$ cat config.mk
export PLATFORM = sky130hd
export DESIGN_NAME = cau_controller
export DESIGN_NICKNAME = d
export VERILOG_FILES = /design/src/rtl/cau_pkg.sv /design/src/rtl/cau_controller.sv
export VERILOG_INCLUDE_DIRS = /design/src /design/src/rtl
export SDC_FILE = /design/constraint.sdc
export NUM_CORES = 1
export LEC_CHECK = 0
export ABC_CLOCK_PERIOD_IN_PS = 3000
export BUFFER_PORTS_ARGS = -buffer_cell sky130_fd_sc_hd__buf_2
export CAP_MARGIN = 20
export CORE_UTILIZATION = 58
export CTS_BUF_LIST = sky130_fd_sc_hd__clkbuf_4 sky130_fd_sc_hd__clkbuf_8
export DETAILED_ROUTE_END_ITERATION = 6
export PLACE_DENSITY = 0.86
export RECOVER_POWER = 100
export SLEW_MARGIN = 20
export SYNTH_ARGS = -nofsm -noshare
export SYNTH_HDL_FRONTEND = slang
export SYNTH_SLANG_ARGS = --single-unit
export TNS_END_PERCENT = 50
$ cat constraint.sdc
create_clock -name clk -period 3 [get_ports clk]
set_input_delay 0.3 -clock clk [delete_from_list [all_inputs] [get_ports clk]]
set_output_delay 0.3 -clock clk [all_outputs]
set_load 0.02 [all_outputs]
$ cat src/rtl/complex_arithmetic_unit_assert.svh
// Assertion macros for the complex arithmetic unit.
`ifndef COMPLEX_ARITHMETIC_UNIT_ASSERT_SVH
`define COMPLEX_ARITHMETIC_UNIT_ASSERT_SVH

// Checked only while out of reset.
`define CAU_ASSERT(lbl, prop, msg) \
  lbl: assert property (@(posedge clk) disable iff (!rst_n) prop) else $error(msg);

// Checked at every edge, reset included.
`define CAU_ASSERT_ALWAYS(lbl, prop, msg) \
  lbl: assert property (@(posedge clk) prop) else $error(msg);

`endif

$ cat src/rtl/cau_pkg.sv
// Package with types, constants and codes shared by the complex arithmetic unit.
`default_nettype none
package cau_pkg;

  localparam int WORD_W    = 32;
  localparam int FRAC_W    = 16;
  localparam int ACC_W     = 2 * WORD_W + 2;
  localparam int MAG_W     = 2 * WORD_W;
  localparam int DVD_W     = MAG_W + FRAC_W;
  localparam int DIV_STEPS = DVD_W;
  localparam int CNT_W     = $clog2(DIV_STEPS);

  localparam logic [3:0] OP_NONE    = 4'd0;
  localparam logic [3:0] OP_LOAD    = 4'd1;
  localparam logic [3:0] OP_DISPLAY = 4'd2;
  localparam logic [3:0] OP_MOVE    = 4'd3;
  localparam logic [3:0] OP_CONJ    = 4'd4;
  localparam logic [3:0] OP_ADD     = 4'd5;
  localparam logic [3:0] OP_SUB     = 4'd6;
  localparam logic [3:0] OP_MUL     = 4'd7;
  localparam logic [3:0] OP_DIV     = 4'd8;

  localparam logic [1:0] ST_OK   = 2'd0;
  localparam logic [1:0] ST_DIV0 = 2'd1;
  localparam logic [1:0] ST_SAT  = 2'd2;
  localparam logic [1:0] ST_BAD  = 2'd3;

  typedef enum logic [2:0] {
    MS_AC, MS_BD, MS_AD, MS_BC, MS_CC, MS_DD
  } mul_sel_t;

  typedef struct packed {
    logic [3:0]               opcode;
    logic                     slot;
    logic signed [WORD_W-1:0] real_in;
    logic signed [WORD_W-1:0] imag_in;
  } in_item_t;

  typedef struct packed {
    logic signed [WORD_W-1:0] real_out;
    logic signed [WORD_W-1:0] imag_out;
    logic [1:0]               status;
  } out_item_t;

  typedef struct packed {
    logic     take;
    logic     exec;
    logic     acc_clr;
    logic     mul_go;
    mul_sel_t mul_sel;
    logic     div_init;
    logic     div_step;
    logic     mul_fin;
    logic     div_fin;
    logic     out_load;
  } cau_cmd_t;

  typedef struct packed {
    logic [3:0] op;
    logic       den_zero;
  } cau_sts_t;

endpackage
`default_nettype wire

$ cat src/rtl/cau_controller.sv
// Controller: sequences decode, multiplier issue, division steps and result hand-off.
`default_nettype none
`include "complex_arithmetic_unit_assert.svh"
module cau_controller (
  input  wire                clk,
  input  wire                rst_n,
  input  wire                in_valid,
  output logic               in_ready,
  output logic               out_valid,
  input  wire                out_ready,
  input  cau_pkg::cau_sts_t  sts,
  output cau_pkg::cau_cmd_t  cmd
);
  import cau_pkg::*;

  typedef enum logic [3:0] {
    S_IDLE, S_DEC, S_MUL, S_DRAIN, S_CHK, S_DIV, S_MFIN, S_DFIN, S_OUT
  } state_t;

  state_t           state_r, state_nxt;
  logic [CNT_W-1:0] cnt_r, cnt_nxt;
  logic             out_valid_r, out_valid_nxt;
  logic             is_div, last_mul;

  assign is_div    = (sts.op == OP_DIV);
  assign last_mul  = is_div ? (cnt_r == CNT_W'(5)) : (cnt_r == CNT_W'(3));
  assign in_ready  = (state_r == S_IDLE);
  assign out_valid = out_valid_r;

  always_comb begin
    cmd           = '0;
    cmd.mul_sel   = MS_AC;
    state_nxt     = state_r;
    cnt_nxt       = cnt_r;
    out_valid_nxt = out_valid_r && !out_ready;
    case (state_r)
      S_IDLE: begin
        if (in_valid) begin
          cmd.take  = 1'b1;
          state_nxt = S_DEC;
        end
      end
      S_DEC: begin
        cmd.exec    = 1'b1;
        cmd.acc_clr = 1'b1;
        cnt_nxt     = '0;
        case (sts.op)
          OP_NONE, OP_LOAD: state_nxt = S_IDLE;
          OP_MUL, OP_DIV:   state_nxt = S_MUL;
          default:          state_nxt = S_OUT;
        endcase
      end
      S_MUL: begin
        cmd.mul_go = 1'b1;
        case (cnt_r[2:0])
          3'd0:    cmd.mul_sel = MS_AC;
          3'd1:    cmd.mul_sel = MS_BD;
          3'd2:    cmd.mul_sel = MS_AD;
          3'd3:    cmd.mul_sel = MS_BC;
          3'd4:    cmd.mul_sel = MS_CC;
          default: cmd.mul_sel = MS_DD;
        endcase
        cnt_nxt = cnt_r + 1'b1;
        if (last_mul) begin
          state_nxt = S_DRAIN;
        end
      end
      S_DRAIN: begin
        state_nxt = is_div ? S_CHK : S_MFIN;
      end
      S_CHK: begin
        cnt_nxt = '0;
        if (sts.den_zero) begin
          state_nxt = S_DFIN;
        end else begin
          cmd.div_init = 1'b1;
          state_nxt    = S_DIV;
        end
      end
      S_DIV: begin
        cmd.div_step = 1'b1;
        cnt_nxt      = cnt_r + 1'b1;
        if (cnt_r == CNT_W'(DIV_STEPS - 1)) begin
          state_nxt = S_DFIN;
        end
      end
      S_MFIN: begin
        cmd.mul_fin = 1'b1;
        state_nxt   = S_OUT;
      end
      S_DFIN: begin
        cmd.div_fin = 1'b1;
        state_nxt   = S_OUT;
      end
      S_OUT: begin
        if (!out_valid_r || out_ready) begin
          cmd.out_load  = 1'b1;
          out_valid_nxt = 1'b1;
          state_nxt     = S_IDLE;
        end
      end
      default: state_nxt = S_IDLE;
    endcase
  end

  always_ff @(posedge clk) begin
    if (!rst_n) begin
      state_r     <= S_IDLE;
      cnt_r       <= '0;
      out_valid_r <= 1'b0;
    end else begin
      state_r     <= state_nxt;
      cnt_r       <= cnt_nxt;
      out_valid_r <= out_valid_nxt;
    end
  end

  `CAU_ASSERT(a_take_decodes, (in_valid && in_ready) |=> (state_r == S_DEC), "item not decoded")
  `CAU_ASSERT(a_div_bound, (state_r == S_DIV) |-> (cnt_r < CNT_W'(DIV_STEPS)), "divide overrun")
  `CAU_ASSERT(a_div_ends, (state_r == S_DIV && cnt_r == CNT_W'(DIV_STEPS - 1)) |=> (state_r == S_DFIN), "divide end missed")
  `CAU_ASSERT_ALWAYS(a_rst_idle, !rst_n |=> (state_r == S_IDLE && !out_valid_r), "reset not idle")

endmodule
`default_nettype wire

; Word-level counts from Yosys, hierarchy flattened
; Index checks and enable logic that the tools add are counted.
[totals]
ff_bits = 12
output_inout_bits = 14
[classes]
mux = 24
n_reduce_logical = 14
n_addsub = 1
eq_ne = 22
[ops]
columns = op, n
row1 = $pmux W4 S8, 1
row2 = $eq A4 B3 Y1 const B, 5
row3 = $mux W4, 5
row4 = $pmux W3 S5, 1
row5 = $pmux W7 S2, 1
row6 = $mux W1, 12
row7 = $reduce_or A2 Y1, 5
row8 = $eq A4 B1 Y1 const B, 2
row9 = $eq A4 B2 Y1 const B, 2
row10 = $eq A4 B4 Y1 const B, 2
row11 = $logic_not A4 Y1, 2
row12 = $ne A2 B2 Y1 const B, 4
row13 = $pmux W4 S2, 1
row14 = $add A7 B1 Y7 const B, 1
row15 = $eq A7 B2 Y1 const B, 1
row16 = $eq A7 B3 Y1 const B, 1
row17 = $eq A7 B7 Y1 const B, 1
row18 = $eq A3 B2 Y1 const B, 2
row19 = $mux W2, 3
row20 = $reduce_and A4 Y1, 1
row21 = $eq A3 B1 Y1 const B, 1
row22 = $eq A3 B3 Y1 const B, 1
row23 = $logic_not A3 Y1, 1
row24 = $logic_not A1 Y1, 2
row25 = other kinds (3), 3

; Logic depth before layout (Yosys ltp)
; Gate-level depths: netlist of run 1.
[logic_depth]
word_depth = 4
depth_mapped = 6
mapped_depth_nobuf = 6

; Least setup slack after synthesis of run 1
; OpenSTA, ideal clock, no wires.
[synth_timing]
path_type = register to output
from = register cnt_r[0]
to = output cmd[5] (netlist bit)
t_arrival_ns = 1.698
path_slack_ns = 1.002
n_path_buf = 0
required_ns = 2.700
stages_incl_launch_ff = 7
cell_sequence = dfxtp_1 > inv_1 > ha_1 > or4_1 > nor2_1 > a21oi_1 > a21oi_1
[synth_lines]
columns = item, line_no
row1 = start: declaration, cau_controller.sv:21  ; logic [CNT_W-1:0] cnt_r, cnt_nxt;
row2 = start signal: assignment, cau_controller.sv:113  ; cnt_r <= cnt_nxt;
row3 = end: declaration, cau_controller.sv:12  ; output cau_pkg::cau_cmd_t cmd

==> results.rst, run 1 <==
.. list-table::
   :header-rows: 1

   * - Metric
     - Value
   * - Run status
     - completed
   * - Number of buffers inserted to repair setup after CTS
     - 0
   * - Synthesized area per cell
     - 7.89 um^2
   * - Number of port buffers
     - 22
   * - Hold_buf cts
     - 0
   * - Num CTS Buffers
     - 3
   * - Std-Cell Core Area
     - 1380 um^2
   * - Number of placement rows
     - 13
   * - Maximum net fanout on the critical path
     - 7
   * - Area of the mapped netlist
     - 907 um^2
   * - Post-CTS clock slew at the launch and capture registers of the worst setup and hold paths
     - 80 ps
   * - Signed area change from the synthesized netlist to the final layout
     - 10.2%
   * - Fin cells
     - 151
   * - Level count of the clock H-tree
     - 1
   * - Yosys warning count
     - 0
   * - FILL cells
     - 120
   * - Initial cell density of the core
     - 65.6%
   * - Number of enable-type register cells in the synthesized netlist
     - 0
   * - Initial detailed-routing violation count
     - 20
   * - Fmax
     - 415 MHz
   * - Final setup vio count
     - 0
   * - Setup Crit Path Kind
     - flop to output pin
   * - Final count of pins violating max slew
     - 0
   * - Required time of the critical path
     - 2700 ps
   * - Share of synthesized area occupied by flip-flops and latches
     - 26.5%
   * - Placer Congestion
     - 0.828
   * - Clock latency on the worst-skew pair
     - 280 ps
   * - Top cell type's share of synthesized area
     - 26.5%
   * - Buffer type at the clock tree root
     - clkbuf_4
   * - Die width
     - 41.5 um
   * - Floorplan die area
     - 1730 um^2
   * - Arrival time at the worst endpoint
     - 2110 ps
   * - Post-synth ARST share
     - 0%
   * - Post-detail-place hpwl
     - 1.50 mm
   * - Total wire length after detailed routing
     - 2.05 mm
   * - Area of the multi-input gates
     - 582 um^2
   * - Minimum clock period
     - 2410 ps
   * - Via-per-instance ratio
     - 5.93
   * - Area leader, netlist
     - dfxtp_1
   * - DRC Markers
     - 0
   * - Overall overflow remaining after global route
     - 0
   * - N_diodes
     - 0
   * - Sequential standard cell area
     - 240 um^2
   * - Number of distinct library cells after synthesis
     - 39
   * - Routed WL per cell
     - 13.6 um
   * - Area after detailed placement
     - 1010 um^2
   * - Total I/O pin count
     - 23
   * - Design area
     - 1000 um^2
   * - Clock buffer depth
     - 2
   * - Synthesized net count
     - 130
   * - Unrepaired setup endpoints after global routing
     - no
   * - Share of post-route cells with drive strength above 1
     - 9.56%
   * - Clock Skew
     - 5.30 ps
   * - Max-cap violation count
     - 0
   * - Nets@finish
     - 152
   * - Class of the worst hold path
     - primary input to flop
   * - Number of sinks driven by the clock tree
     - 12
   * - Number of global-route vias before repair
     - 766
   * - Antenna Nets Post-Route
     - 0
   * - Synth area leaders
     - dfxtp_1 (26%), ha_1 (8.3%), a2111oi_2 (6.6%)
   * - Setup crit end kind
     - output pin
   * - Worst VDD drop
     - 0.347 mV
   * - Largest net degree at the start of global routing
     - 15
   * - Accumulated negative setup slack
     - 0 ps
   * - Number of placed instances with taps included
     - 147
   * - Dominant register cell in the synthesized netlist
     - dfxtp_1
   * - Launching element type of the critical path
     - flop
   * - CTS tree
     - yes
   * - Cell area power density
     - 388 nW/um^2
   * - Quantity of gates resized following cts
     - 0
   * - First-pass GRT wire length
     - 3.29 mm
   * - Worst Tran Pin Value
     - 605 ps
   * - Fraction of the cycle the final worst path needs
     - 80.4%
   * - Post-synthesis sequential element count
     - 12
   * - Initial antenna violation count
     - 0
   * - 1st-pass router iterations
     - 4
   * - Reg2reg setup slack
     - 970 ps
   * - Max-slew headroom at the worst pin
     - 58.6%
   * - Aggregate global-route resource usage
     - 25.1%
   * - Hold violation total from the final report
     - 0
   * - Vias after detailed routing
     - 896
   * - Die span in y
     - 41.5 um
   * - Static leakage power
     - 0.373 nW
   * - Count of mapped cells out of synthesis
     - 115
## synthesized netlist by cell type (all sizes together) (2+ instances only)
library cell  instances
and2                  2
dfxtp                12
clkbuf                2
nand3                 4
a21oi                 5
nor4                  3
o21ai                 2
and3                  2
xnor2                 5
nor2                 16
a2111oi               4
a31oi                 2
ha                    6
mux2i                 2
buf                   3
nor2b                 4
a211oi                3
nand2b                3
nand2                12
inv                   8
nor3                  2
## power breakdown
group / total, W / switching, W / internal (W)
Combinational: 0.0000766 / 0.0000477 / 0.0000289
Sequential: 0.000178 / 0.0000131 / 0.000165
Clock: 0.000134 / 0.0000599 / 0.0000739
Total: 0.000388 / 0.000121 / 0.000268
## critical path, cell delays in order, from the launching register on
cell and delay (ps):
dfxtp_1 460, inv_1 120, ha_1 220, or4_1 490, nor2_1 100, a21oi_1 60
a21oi_1 140, clkbuf_1 240
## worst paths after layout
kind,startpoint,cells past startpoint,endpoint
hold reg to reg,cnt_r[6]$_SDFFE_PN0P_,2,cnt_r[6]$_SDFFE_PN0P_
setup / recovery,cnt_r[0]$_SDFFE_PN0P_,7,cmd[5]
setup reg to reg,state_r[1]$_SDFFE_PN0P_,4,cnt_r[3]$_SDFFE_PN0P_
hold / removal,rst_n,3,state_r[3]$_SDFFE_PN0P_
## registers in the layout (all words and copies together), names as in the netlist
| signal | flops |
|---|---|
| out_valid | 1 |
| state_r | 4 |
| cnt_r | 7 |
## cell type report
type                    instances  share of cell area [%]
clock buffers                   4                    3.63
inverters                       8                    3.00
multi-input cells              90                    58.2
flip-flops and latches         12                    24.0
well taps                      15                    1.88
repair buffers                 22                    9.26
## stage by stage
step,utilization (%),power (W),setup WS (ps),hold WS (ps)
4_1_cts,75.8,0.000394,646,269
3_3_place_gp,73.2,0.000258,1030,524
5_1_grt,72.3,0.000406,393,291
3_5_place_dp,73.2,0.000262,959,535
6_report,72.3,0.000388,588,271
2_1_floorplan,-,0.000239,1000,432
## layout by cell type (no fill, tap or decap), drive strengths merged, types with 3 or more instances in the layout
cell type / n
a211oi: 3
nor2: 16
dfxtp: 12
inv: 8
ha: 6
nor2b: 4
clkbuf: 18
a2111oi: 4
nand3: 4
buf: 8
nand2: 12
nor4: 3
nand2b: 3
xnor2: 5
a21oi: 5
## cell families after synthesis
kind of cell             Yosys count  synth area share [%]
AO/OA/AOI/OAI                     22                  20.7
AND/OR/NAND/NOR                   55                  31.6
adder cells (fa/ha/maj)            6                  8.28
buffers and inverters             13                  5.93
multiplexers                       2                  2.21
flip-flops                        12                  26.5
XOR/XNOR                           5                  4.83
## layer usage
metal	track usage [%]	wire, um
met1	30.6	924
met2	37.8	898
met3	7.83	154
met4	16.1	69
met5	0	0
(Power assumes the default switching activity.)
==> inputs of run 2 (changes only) <==
- ABC_CLOCK_PERIOD_IN_PS: 3000 -> 2200
- CORE_UTILIZATION: 58 -> 49
- PLACE_DENSITY: 0.86 -> 0.78
- clock period: 3 -> 2.2 ns (I/O delays scaled with it)
==> results.rst, run 2 (synthesis gave the netlist of run 1 again) <==
.. list-table::
   :header-rows: 1

   * - Metric
     - Value
   * - Routed WL per cell
     - 13.0 um (was 13.6 um)
   * - Class of the worst hold path
     - primary input to flop (unchanged)
   * - Placer Congestion
     - 0.755 (was 0.828)
   * - Post-CTS clock slew at the launch and capture registers of the worst setup and hold paths
     - 80 ps (about the same)
   * - Overall overflow remaining after global route
     - 0 (unchanged)
   * - Max-slew headroom at the worst pin
     - 65.5% (was 58.6%)
   * - Post-detail-place hpwl
     - 1.62 mm (was 1.50 mm)
   * - Setup Crit Path Kind
     - flop to output pin (unchanged)
   * - Initial cell density of the core
     - 52.5% (was 65.6%)
   * - Total wire length after detailed routing
     - 2.13 mm (was 2.05 mm)
   * - Unrepaired setup endpoints after global routing
     - no (unchanged)
   * - Number of placement rows
     - 15 (was 13)
   * - Worst Tran Pin Value
     - 504 ps (was 605 ps)
   * - Number of global-route vias before repair
     - 817 (was 766)
   * - Fmax
     - 474 MHz
   * - Number of flip-flops under the largest register name
     - 7 (unchanged)
   * - Combined buffer and inverter count along the critical path
     - 2 (unchanged)
   * - Hold violation total from the final report
     - 0 (unchanged)
   * - CTS tree
     - yes (unchanged)
   * - Std-Cell Core Area
     - 1730 um^2 (was 1380 um^2)
   * - Required time of the critical path
     - 1980 ps (was 2700 ps)
   * - Worst VDD drop
     - 0.326 mV (was 0.347 mV)
   * - First-pass GRT wire length
     - 3.34 mm (was 3.29 mm)
   * - Initial antenna violation count
     - 0 (unchanged)
   * - Floorplan die area
     - 2030 um^2 (was 1730 um^2)
   * - Share of post-route cells with drive strength above 1
     - 20.9% (was 9.56%)
   * - Most common library cell in the layout ignoring fill and taps
     - nor2_1 (unchanged)
   * - Cell area power density
     - 474 nW/um^2 (was 388 nW/um^2)
   * - Static leakage power
     - 0.397 nW (was 0.373 nW)
   * - 1st-pass router iterations
     - 4 (unchanged)
   * - Run status
     - completed (unchanged)
   * - Fin cells
     - 164 (was 151)
   * - Number of port buffers
     - 22 (unchanged)
   * - Most heavily used metal layer in global routing
     - met2 (unchanged)
   * - N_diodes
     - 0 (unchanged)
   * - Clock buffer depth
     - 2 (unchanged)
   * - Final setup vio count
     - 0 (unchanged)
   * - Clock Skew
     - 11.4 ps (was 5.30 ps)
   * - FILL cells
     - 182 (was 120)
   * - Max-cap violation count
     - 0 (unchanged)
   * - Setup crit end kind
     - output pin (unchanged)
   * - Worst path max stage delay
     - 520 ps (was 490 ps)
   * - Num CTS Buffers
     - 3 (unchanged)
   * - Clock latency on the worst-skew pair
     - 280 ps (about the same)
   * - Most used cell, CP
     - a21oi_2 (was a21oi_1)
   * - Top Family by Delay on Critical Path
     - simple AND/OR/NAND/NOR gates (unchanged)
   * - Maximum net fanout on the critical path
     - 5 (was 7)
   * - Top library cells by usage in the layout, fill and taps aside
     - nor2_1 (15), nand2_1 (12), clkbuf_1 (11) (was nor2_1 (16), clkbuf_1 (14), nand2_1 (12), dfxtp_1 (12))
   * - GR Layer Usage met3
     - 4.40% (was 7.83%)
   * - Register containing the most flip-flops in the final layout
     - cnt_r (unchanged)
   * - Via-per-instance ratio
     - 5.58 (was 5.93)
   * - Vias after detailed routing
     - 915 (was 896)
   * - Accumulated negative setup slack
     - 0 ps (unchanged)
   * - Cells along the critical path
     - inv_2 -> ha_1 -> or4_4 -> nor2_2 -> a21oi_2 -> a21oi_2 -> buf_4 (was inv_1 -> ha_1 -> or4_1 -> nor2_1 -> a21oi_1 -> a21oi_1 -> clkbuf_1)
   * - Final count of pins violating max slew
     - 0 (unchanged)
   * - Fraction of the cycle the final worst path needs
     - 96.0%
   * - Initial detailed-routing violation count
     - 21 (was 20)
   * - Die width
     - 45.0 um (was 41.5 um)
   * - Arrival time at the worst endpoint
     - 1890 ps (was 2110 ps)
   * - Die span in y
     - 45.0 um (was 41.5 um)
   * - Total I/O pin count
     - 23 (unchanged)
   * - Number of placed instances with taps included
     - 157 (was 147)
   * - Launching element type of the critical path
     - flop (unchanged)
   * - Met1 usage in global routing
     - 27.0% (was 30.6%)
   * - Antenna Nets Post-Route
     - 0 (unchanged)
   * - Level count of the clock H-tree
     - 1 (unchanged)
   * - Number of sinks driven by the clock tree
     - 12 (unchanged)
   * - Largest net degree at the start of global routing
     - 15 (unchanged)
   * - Minimum clock period
     - 2110 ps
   * - Global routing usage on met2
     - 39.7% (was 37.8%)
   * - DRC Markers
     - 0 (unchanged)
   * - Signed area change from the synthesized netlist to the final layout
     - 17.0% (was 10.2%)
   * - Nets@finish
     - 156 (was 152)
   * - Master of the slowest instance on the critical path
     - or4_4 (was or4_1)
   * - Aggregate global-route resource usage
     - 23.3% (was 25.1%)
   * - Buffer type at the clock tree root
     - clkbuf_4 (unchanged)
run 2: per-stage QoR:
stage               area [um^2]  util, %  total power [W]  setup WS [ps]  hold WS [ps]
finish                     1060     61.4         0.000503           88.7           197
global route               1060     61.4         0.000527           21.2           216
global placement           1020     59.3         0.000353            313           487
floorplan                   907        -         0.000326            282           352
detailed placement         1020     59.3         0.000360            167           496
CTS                        1090     63.1         0.000505          0.137           193
run 2: metal layers:
layer	up-vias	wire length, um
met5	-	0
met4	0	48
met2	31	1060
met1	422	915
met3	5	109
li1	457	-
run 2: repair_timing:
item	4_1_cts	5_1_grt
setup endpoints to repair	2	2
gates resized for setup	6	7
pin swaps	1	2
hold buffers	0	0
setup buffers	4	0
run 2: final cells by class:
cell class	count	area, um^2	share of cell area (%)
inverters	8	30.0	2.83
well taps	25	31.3	2.95
clock buffers	3	22.5	2.12
flip-flops and latches	12	248	23.3
repair buffers	26	129	12.1
multi-input cells	90	601	56.6
run 2: final timing paths:
path	start	end	slack (ps)	cells past startpoint
hold / removal	rst_n	state_r[3]$_SDFFE_PN0P_	200	3
hold reg to reg	cnt_r[6]$_SDFFE_PN0P_	cnt_r[6]$_SDFFE_PN0P_	550	2
setup / recovery	cnt_r[1]$_SDFFE_PN0P_	cmd[5]	90	7
setup reg to reg	state_r[1]$_SDFFE_PN0P_	cnt_r[5]$_SDFFE_PN0P_	270	4
run 2: worst reg2reg max path: stages (launching register included):
cell and delay, ps:
dfxtp_1 560, or3b_1 470, a2111oi_0 550, xnor2_1 180, nor2_1 50
run 2: power by group:
part	total (W)	switching (W)	internal [W]
combinational	0.000122	0.0000720	0.0000502
sequential	0.000242	0.0000172	0.000224
clock	0.000140	0.0000760	0.0000635
total	0.000503	0.000165	0.000338
==> inputs of run 3 (changes only) <==
- CTS_CLUSTER_DIAMETER: unset -> 30
- MAX_ROUTING_LAYER: unset -> met4
==> results.rst, run 3 (synthesis gave the netlist of run 1 again) <==
.. list-table::
   :header-rows: 1

   * - Metric
     - Value
   * - Hold violation total from the final report
     - 0 (unchanged)
   * - Top Family by Delay on Critical Path
     - simple AND/OR/NAND/NOR gates (unchanged)
   * - Min Hold Slack
     - 198 ps (was 197 ps)
   * - Floorplan die area
     - 2030 um^2 (unchanged)
   * - Cells along the critical path
     - inv_2 -> ha_1 -> or4_4 -> nor2_2 -> a21oi_2 -> a21oi_2 -> buf_4 (unchanged)
   * - Maximum net fanout on the critical path
     - 5 (unchanged)
   * - Fin cells
     - 164 (unchanged)
   * - Worst Tran Pin Value
     - 504 ps (about the same)
   * - Max-cap violation count
     - 0 (unchanged)
   * - Die span in y
     - 45.0 um (unchanged)
   * - Nets@finish
     - 156 (unchanged)
   * - Min-delay src
     - rst_n (unchanged)
   * - Number of cells traversed by the worst hold path
     - 3 (unchanged)
   * - CTS tree
     - yes (unchanged)
   * - Clock latency on the worst-skew pair
     - 280 ps (about the same)
   * - Number of sinks driven by the clock tree
     - 12 (unchanged)
   * - Buffer type at the clock tree root
     - clkbuf_4 (unchanged)
   * - Most common library cell in the layout ignoring fill and taps
     - nor2_1 (unchanged)
   * - Share of post-route cells with drive strength above 1
     - 20.9% (unchanged)
   * - Final setup vio count
     - 0 (unchanged)
   * - Post-layout power
     - 0.000503 W (about the same)
   * - Reg2reg end
     - cnt_r[5]$_SDFFE_PN0P_ (unchanged)
   * - Level count of the clock H-tree
     - 1 (unchanged)
   * - Top library cells by usage in the layout, fill and taps aside
     - nor2_1 (15), nand2_1 (12), clkbuf_1 (11) (unchanged)
   * - Run status
     - completed (unchanged)
   * - Class of the worst hold path
     - primary input to flop (unchanged)
   * - Util after Layout
     - 61.4% (unchanged)
   * - Post-CTS clock slew at the launch and capture registers of the worst setup and hold paths
     - 80 ps (about the same)
   * - Cell area power density
     - 474 nW/um^2 (about the same)
   * - Initial detailed-routing violation count
     - 19 (was 21)
   * - Fmax
     - 474 MHz (about the same)
   * - Overall overflow remaining after global route
     - 0 (unchanged)
   * - Worst VDD drop
     - 0.326 mV (about the same)
   * - Arrival time at the worst endpoint
     - 1890 ps (about the same)
   * - Unrepaired setup endpoints after global routing
     - no (unchanged)
   * - Combined buffer and inverter count along the critical path
     - 2 (unchanged)
   * - Via-per-instance ratio
     - 5.59 (was 5.58)
   * - Register containing the most flip-flops in the final layout
     - cnt_r (unchanged)
   * - Post-detail-place hpwl
     - 1.62 mm (unchanged)
   * - Initial antenna violation count
     - 0 (unchanged)
   * - Reg2reg setup slack
     - 280 ps (was 270 ps)
   * - Antenna Nets Post-Route
     - 0 (unchanged)
   * - Clock Skew
     - 11.1 ps (was 11.4 ps)
   * - Setup Crit Path Kind
     - flop to output pin (unchanged)
   * - Max-slew headroom at the worst pin
     - 65.5% (unchanged)
   * - DRC Markers
     - 0 (unchanged)
   * - Final count of pins violating max slew
     - 0 (unchanged)
   * - Number of placed instances with taps included
     - 157 (unchanged)
   * - Number of flip-flops under the largest register name
     - 7 (unchanged)
   * - Static leakage power
     - 0.397 nW (unchanged)
   * - Placer Congestion
     - 0.764 (was 0.755)
   * - Clock buffer depth
     - 2 (unchanged)
   * - Num CTS Buffers
     - 3 (unchanged)
   * - Most used cell, CP
     - a21oi_2 (unchanged)
   * - Accumulated negative setup slack
     - 0 ps (unchanged)
   * - Initial cell density of the core
     - 52.5% (unchanged)
   * - Routed WL per cell
     - 13.0 um (about the same)
   * - Total wire length after detailed routing
     - 2.13 mm (about the same)
   * - Std-Cell Core Area
     - 1730 um^2 (unchanged)
   * - N_diodes
     - 0 (unchanged)
   * - Launching element type of the critical path
     - flop (unchanged)
   * - Master of the slowest instance on the critical path
     - or4_4 (unchanged)
   * - First-pass GRT wire length
     - 3.34 mm (unchanged)
   * - Required time of the critical path
     - 1980 ps (about the same)
   * - Fraction of the cycle the final worst path needs
     - 95.9% (was 96.0%)
   * - Worst Reg-to-Reg Cells
     - 4 (unchanged)
   * - Worst path max stage delay
     - 520 ps (about the same)
   * - Signed area change from the synthesized netlist to the final layout
     - 17.0% (unchanged)
   * - Total I/O pin count
     - 23 (unchanged)
   * - Number of global-route vias before repair
     - 814 (was 817)
   * - Number of port buffers
     - 22 (unchanged)
   * - Hold_buf cts
     - 0 (unchanged)
   * - Number of placement rows
     - 15 (unchanged)
   * - Die width
     - 45.0 um (unchanged)
   * - Vias after detailed routing
     - 916 (was 915)
   * - Capture endpoint of the worst hold path
     - state_r[3]$_SDFFE_PN0P_ (unchanged)
   * - Largest net degree at the start of global routing
     - 15 (unchanged)
   * - Aggregate global-route resource usage
     - 24.0% (was 23.3%)
   * - Minimum clock period
     - 2110 ps (about the same)
   * - Setup crit end kind
     - output pin (unchanged)
   * - 1st-pass router iterations
     - 4 (unchanged)
   * - Crit Reg-Reg Startpoint
     - state_r[1]$_SDFFE_PN0P_ (unchanged)
## run 3: cell counts in the layout (fill, tap and decap cells not counted)
No cell type changed its count.
## run 3: metrics by stage
stage	instance area [um^2]	setup WS (ps)
global placement	1020	313
finish	1060	89.5
CTS	1090	0.137
global route	1060	21.2
floorplan	907	282
detailed placement	1020	167
## run 3: worst max path at each step
stage	start	end	slack, ps	cells past startpoint
finish	cnt_r[1]$_SDFFE_PN0P_	cmd[5]	90	7
global route	cnt_r[1]$_SDFFE_PN0P_	cmd[5]	20	7
CTS	cnt_r[0]$_SDFFE_PN0P_	cmd[5]	0.1	7
detailed placement	cnt_r[0]$_SDFFE_PN0P_	cmd[5]	170	7
global placement	cnt_r[0]$_SDFFE_PN0P_	cmd[6]	310	7
floorplan	cnt_r[0]$_SDFFE_PN0P_	cmd[5]	280	6
## run 3: report_power, final
part	leakage (nW)	switching (W)	internal [W]
Clock	0.0138	0.0000757	0.0000635
Combinational	0.284	0.0000720	0.0000502
Sequential	0.0988	0.0000172	0.000224
Total	0.397	0.000165	0.000338
## run 3: layout make-up
type | instances | area, um^2
fillers | 182 | 666
clock buffers | 3 | 22.5
inverters | 8 | 30.0
multi-input cells | 90 | 601
flip-flops and latches | 12 | 248
well taps | 25 | 31.3
repair buffers | 26 | 129
## run 3: layer usage
| metal | global-route usage (%) | vias to the layer above | part of all wire (%) | routed length (um) |
|---|---|---|---|---|
| li1 | - | 457 | - | - |
| met1 | 27.0 | 425 | 43 | 915 |
| met2 | 39.7 | 29 | 50 | 1070 |
| met3 | 4.40 | 5 | 4.4 | 94 |
| met4 | 13.3 | 0 | 2.3 | 48 |
| met5 | - | - | 0 | 0 |
## run 3: tightest hold or removal path, stage by stage
cell	delay, ps
buf_2	110
inv_1	70
a31oi_1	40
## run 3: repair_timing
action / CTS / global route
pin swaps: 1 / 2
setup buffers: 4 / 0
endpoints found under the hold margin: 0 / 0
gates resized for setup: 6 / 7
endpoints found under the setup margin: 2 / 2
